`src/rtl/hpt_pkg.sv`:
```
// Shared types and constants of the hashed prefix table.
`default_nettype none
package hpt_pkg;

  localparam int unsigned HalfW   = 64;
  localparam int unsigned KeyW    = 128;
  localparam int unsigned LenW    = 8;
  localparam int unsigned IndexW  = 10;
  localparam int unsigned OpW     = 2;
  localparam int unsigned StatusW = 2;

  localparam logic [LenW-1:0] MaxLenV4 = 8'd32;
  localparam logic [LenW-1:0] MaxLenV6 = 8'd128;

  typedef enum logic [OpW-1:0] {
    OP_FIND   = 2'd0,
    OP_INSERT = 2'd1,
    OP_ROUTE  = 2'd2,
    OP_SPARE  = 2'd3
  } op_e;

  typedef enum logic [StatusW-1:0] {
    ST_OK      = 2'd0,
    ST_FULL    = 2'd1,
    ST_BAD_LEN = 2'd2,
    ST_SPARE   = 2'd3
  } status_e;

  typedef struct packed {
    logic                hit;
    logic                created;
    logic [IndexW-1:0]   entry_index;
    logic [LenW-1:0]     matched_length;
    logic [StatusW-1:0]  status;
  } rsp_t;

endpackage
`default_nettype wire

```
`src/rtl/hpt_hash.sv`:
```
// Bucket hash: an XOR fold of key and length into BUCKET_BITS bits.
`default_nettype none
module hpt_hash #(
  parameter int unsigned BUCKET_BITS = 8
) (
  input  wire logic [hpt_pkg::KeyW-1:0] key_i,
  input  wire logic [hpt_pkg::LenW-1:0] len_i,
  output      logic [BUCKET_BITS-1:0]   hash_o
);

  localparam int unsigned FoldW = hpt_pkg::KeyW + hpt_pkg::LenW;

  logic [FoldW-1:0] word;

  assign word = {len_i, key_i};

  always_comb begin
    hash_o = '0;
    for (int unsigned i = 0; i < FoldW; i++) begin
      hash_o[i % BUCKET_BITS] = hash_o[i % BUCKET_BITS] ^ word[i];
    end
  end

endmodule
`default_nettype wire

```
`config.mk`:
```
export PLATFORM = sky130hd
export DESIGN_NAME = hpt_hash
export DESIGN_NICKNAME = d
export VERILOG_FILES = /design/src/rtl/hpt_pkg.sv /design/src/rtl/hpt_hash.sv
export SDC_FILE = /design/constraint.sdc
export NUM_CORES = 1
export LEC_CHECK = 0
export BUFFER_PORTS_ARGS = -buffer_cell sky130_fd_sc_hd__buf_4
export CORE_ASPECT_RATIO = 0.75
export CORE_UTILIZATION = 37
export DETAILED_ROUTE_END_ITERATION = 12
export PLACE_DENSITY = 0.95
export SLEW_MARGIN = 25
export SYNTH_ARGS = -nofsm -noshare
export SYNTH_HDL_FRONTEND = slang
export SYNTH_SLANG_ARGS = --single-unit
```
`constraint.sdc`:
```
create_clock -name vclk -period 2.46
set_input_delay 0.246 -clock vclk [all_inputs]
set_output_delay 0.246 -clock vclk [all_outputs]
set_load 0.05 [all_outputs]
```
==> impl_results.md <==
- Outcome: completed
- Die span in y: 50.5 µm
- Leak pwr: 0.00107 µW
- Global route overflow: 0
- Power per cell area: 567 mW/mm²
- Initial antenna violation count: 0
- Maximum Capacitance Violations: 0
- First-pass GRT wire length: 4590 µm
- Crit. Startpoint: key_i[119]
- Post-Syn Nets: 256
- Post-CTS Setup Bufs: 0
- Post-Syn Area: 0.00116 mm²
- Largest net degree at the start of global routing: 2
- CP Capture Point: hash_o[7]
- Mean Syn Cell Area: 9.68 µm²
- IO Pins: 144
- Post-route ant nets: 0
- CP Max Fanout: 1
- Final hold violation count: 0
- Die W: 66.7 µm
- Share of layout cells above drive strength 1: 54.5%
- Core Box Area: 0.00296 mm²
- Seq. cell area: 0 µm²
- Worst EP required: 2210 ps
- Initial cell density of the core: 39.3%
- Clock buffers: 0
- WL final: 3130 µm
- Number of I/O port buffers: 144
- Via Count: 1261
- Pwr Total: 1300 µW
- NumNets Final: 402
- Setup_tns: 0 ps
- Peak Freq: 569 MHz
- Gp weighted congestion: 0.676
- Num sequential: 0
- Arrival time worst endpoint: 1510 ps
- CP startpoint kind: input pin
- Post-CTS sizing: 0
- Most common cell after layout, fill and taps aside: buf_4
- Slew Limit Headroom: 85.6%
- Diodes inserted: 0
- Crit share post-route: 71.4%
- Register area share after synthesis: 0%
- RSZ-0062 raised after global routing: no
- Kind of critical path: in -> out
- Fillers: 238
- Synth cell types: 3
- 1st-iter DRT viols: 3
- Via density: 4.18
- CTS hold repair buffers: 0
- All-Layer GR Usage: 17.4%
- CP Capture Type: output pin
- Drt pass-1 iters: 2
- # DRC: 0
- Final HPWL DP: 3020 µm
- Synth warn: 0
- Setup violations, final: 0
- HP Start: key_i[6]
- Cell Rows: 17
- Slew Viols, Final: 0
- Most frequent cells in the layout: buf_4 (144), xnor2_1 (104), xor2_1 (8), xnor3_1 (8)
- HP Class: in -> out
- Measured slew at the worst slew-check pin: 214 ps
- Post-route minimum period: 1760 ps
- Vias in the first global route: 1206
- IR drop worst, VDD: 0.000777 V
- WL/cell: 10.4 µm
- Die area: 0.00337 mm²
- Synth-to-Final Area Change: 97.2%
- Post-Synthesis Cells: 120
-- critical path, cell delays in order --
cell and delay, ps:
buf_4 110, xor2_1 180, xnor2_1 160, xnor3_1 440, xnor2_1 160, buf_4 220
-- cell type report --
cell class | count | area, µm² | share of cell area, %
repair buffers | 144 | 1080 | 47.2
multi-input cells | 120 | 1160 | 50.7
well taps | 38 | 47.5 | 2.08
-- power breakdown --
group	leakage (µW)	switching (µW)	internal (µW)
clock	0	0	0
sequential	0	0	0
combinational	0.00107	687	610
-- layer usage --
metal / vias up / GRT usage (%) / wire length, µm / share of wire, %
met2: 45 / 41.6 / 1980 / 63
li1: 656 / - / - / -
met4: 0 / 0.709 / 15 / 0.48
met5: - / 0 / 0 / 0
met3: 2 / 2.05 / 206 / 6.6
met1: 558 / 14.8 / 933 / 30
-- synthesized netlist by cell type --
master / n / area share, %
xnor3_1: 8 / 16
xor2_1: 8 / 6.0
xnor2_1: 104 / 78
-- cells by family after synthesis --
family	after synthesis	share of synthesized area, %
xor+xnor	120	100
-- worst min path at each step --
stage	slack (ps)	cells past startpoint	endpoint
3_5_place_dp	1050	5	hash_o[7]
5_1_grt	1080	5	hash_o[7]
4_1_cts	1060	5	hash_o[6]
6_report	1050	5	hash_o[6]
3_3_place_gp	1050	5	hash_o[1]
2_1_floorplan	1020	3	hash_o[0]
-- per-stage QoR --
stage / utilization (%) / cells / worst slack, ps / cell area (µm²) / hold slack, ps
after global placement: 77.4 / 302 / 766 / 2290 / 1050
after detailed placement: 77.4 / 302 / 720 / 2290 / 1050
after CTS: 77.4 / 302 / 699 / 2290 / 1060
after floorplan: - / 120 / 439 / 1160 / 1020
after global routing: 77.4 / 302 / 621 / 2290 / 1080
final: 77.4 / 302 / 703 / 2290 / 1050
Note: power is estimated with default switching activity, not from simulation.
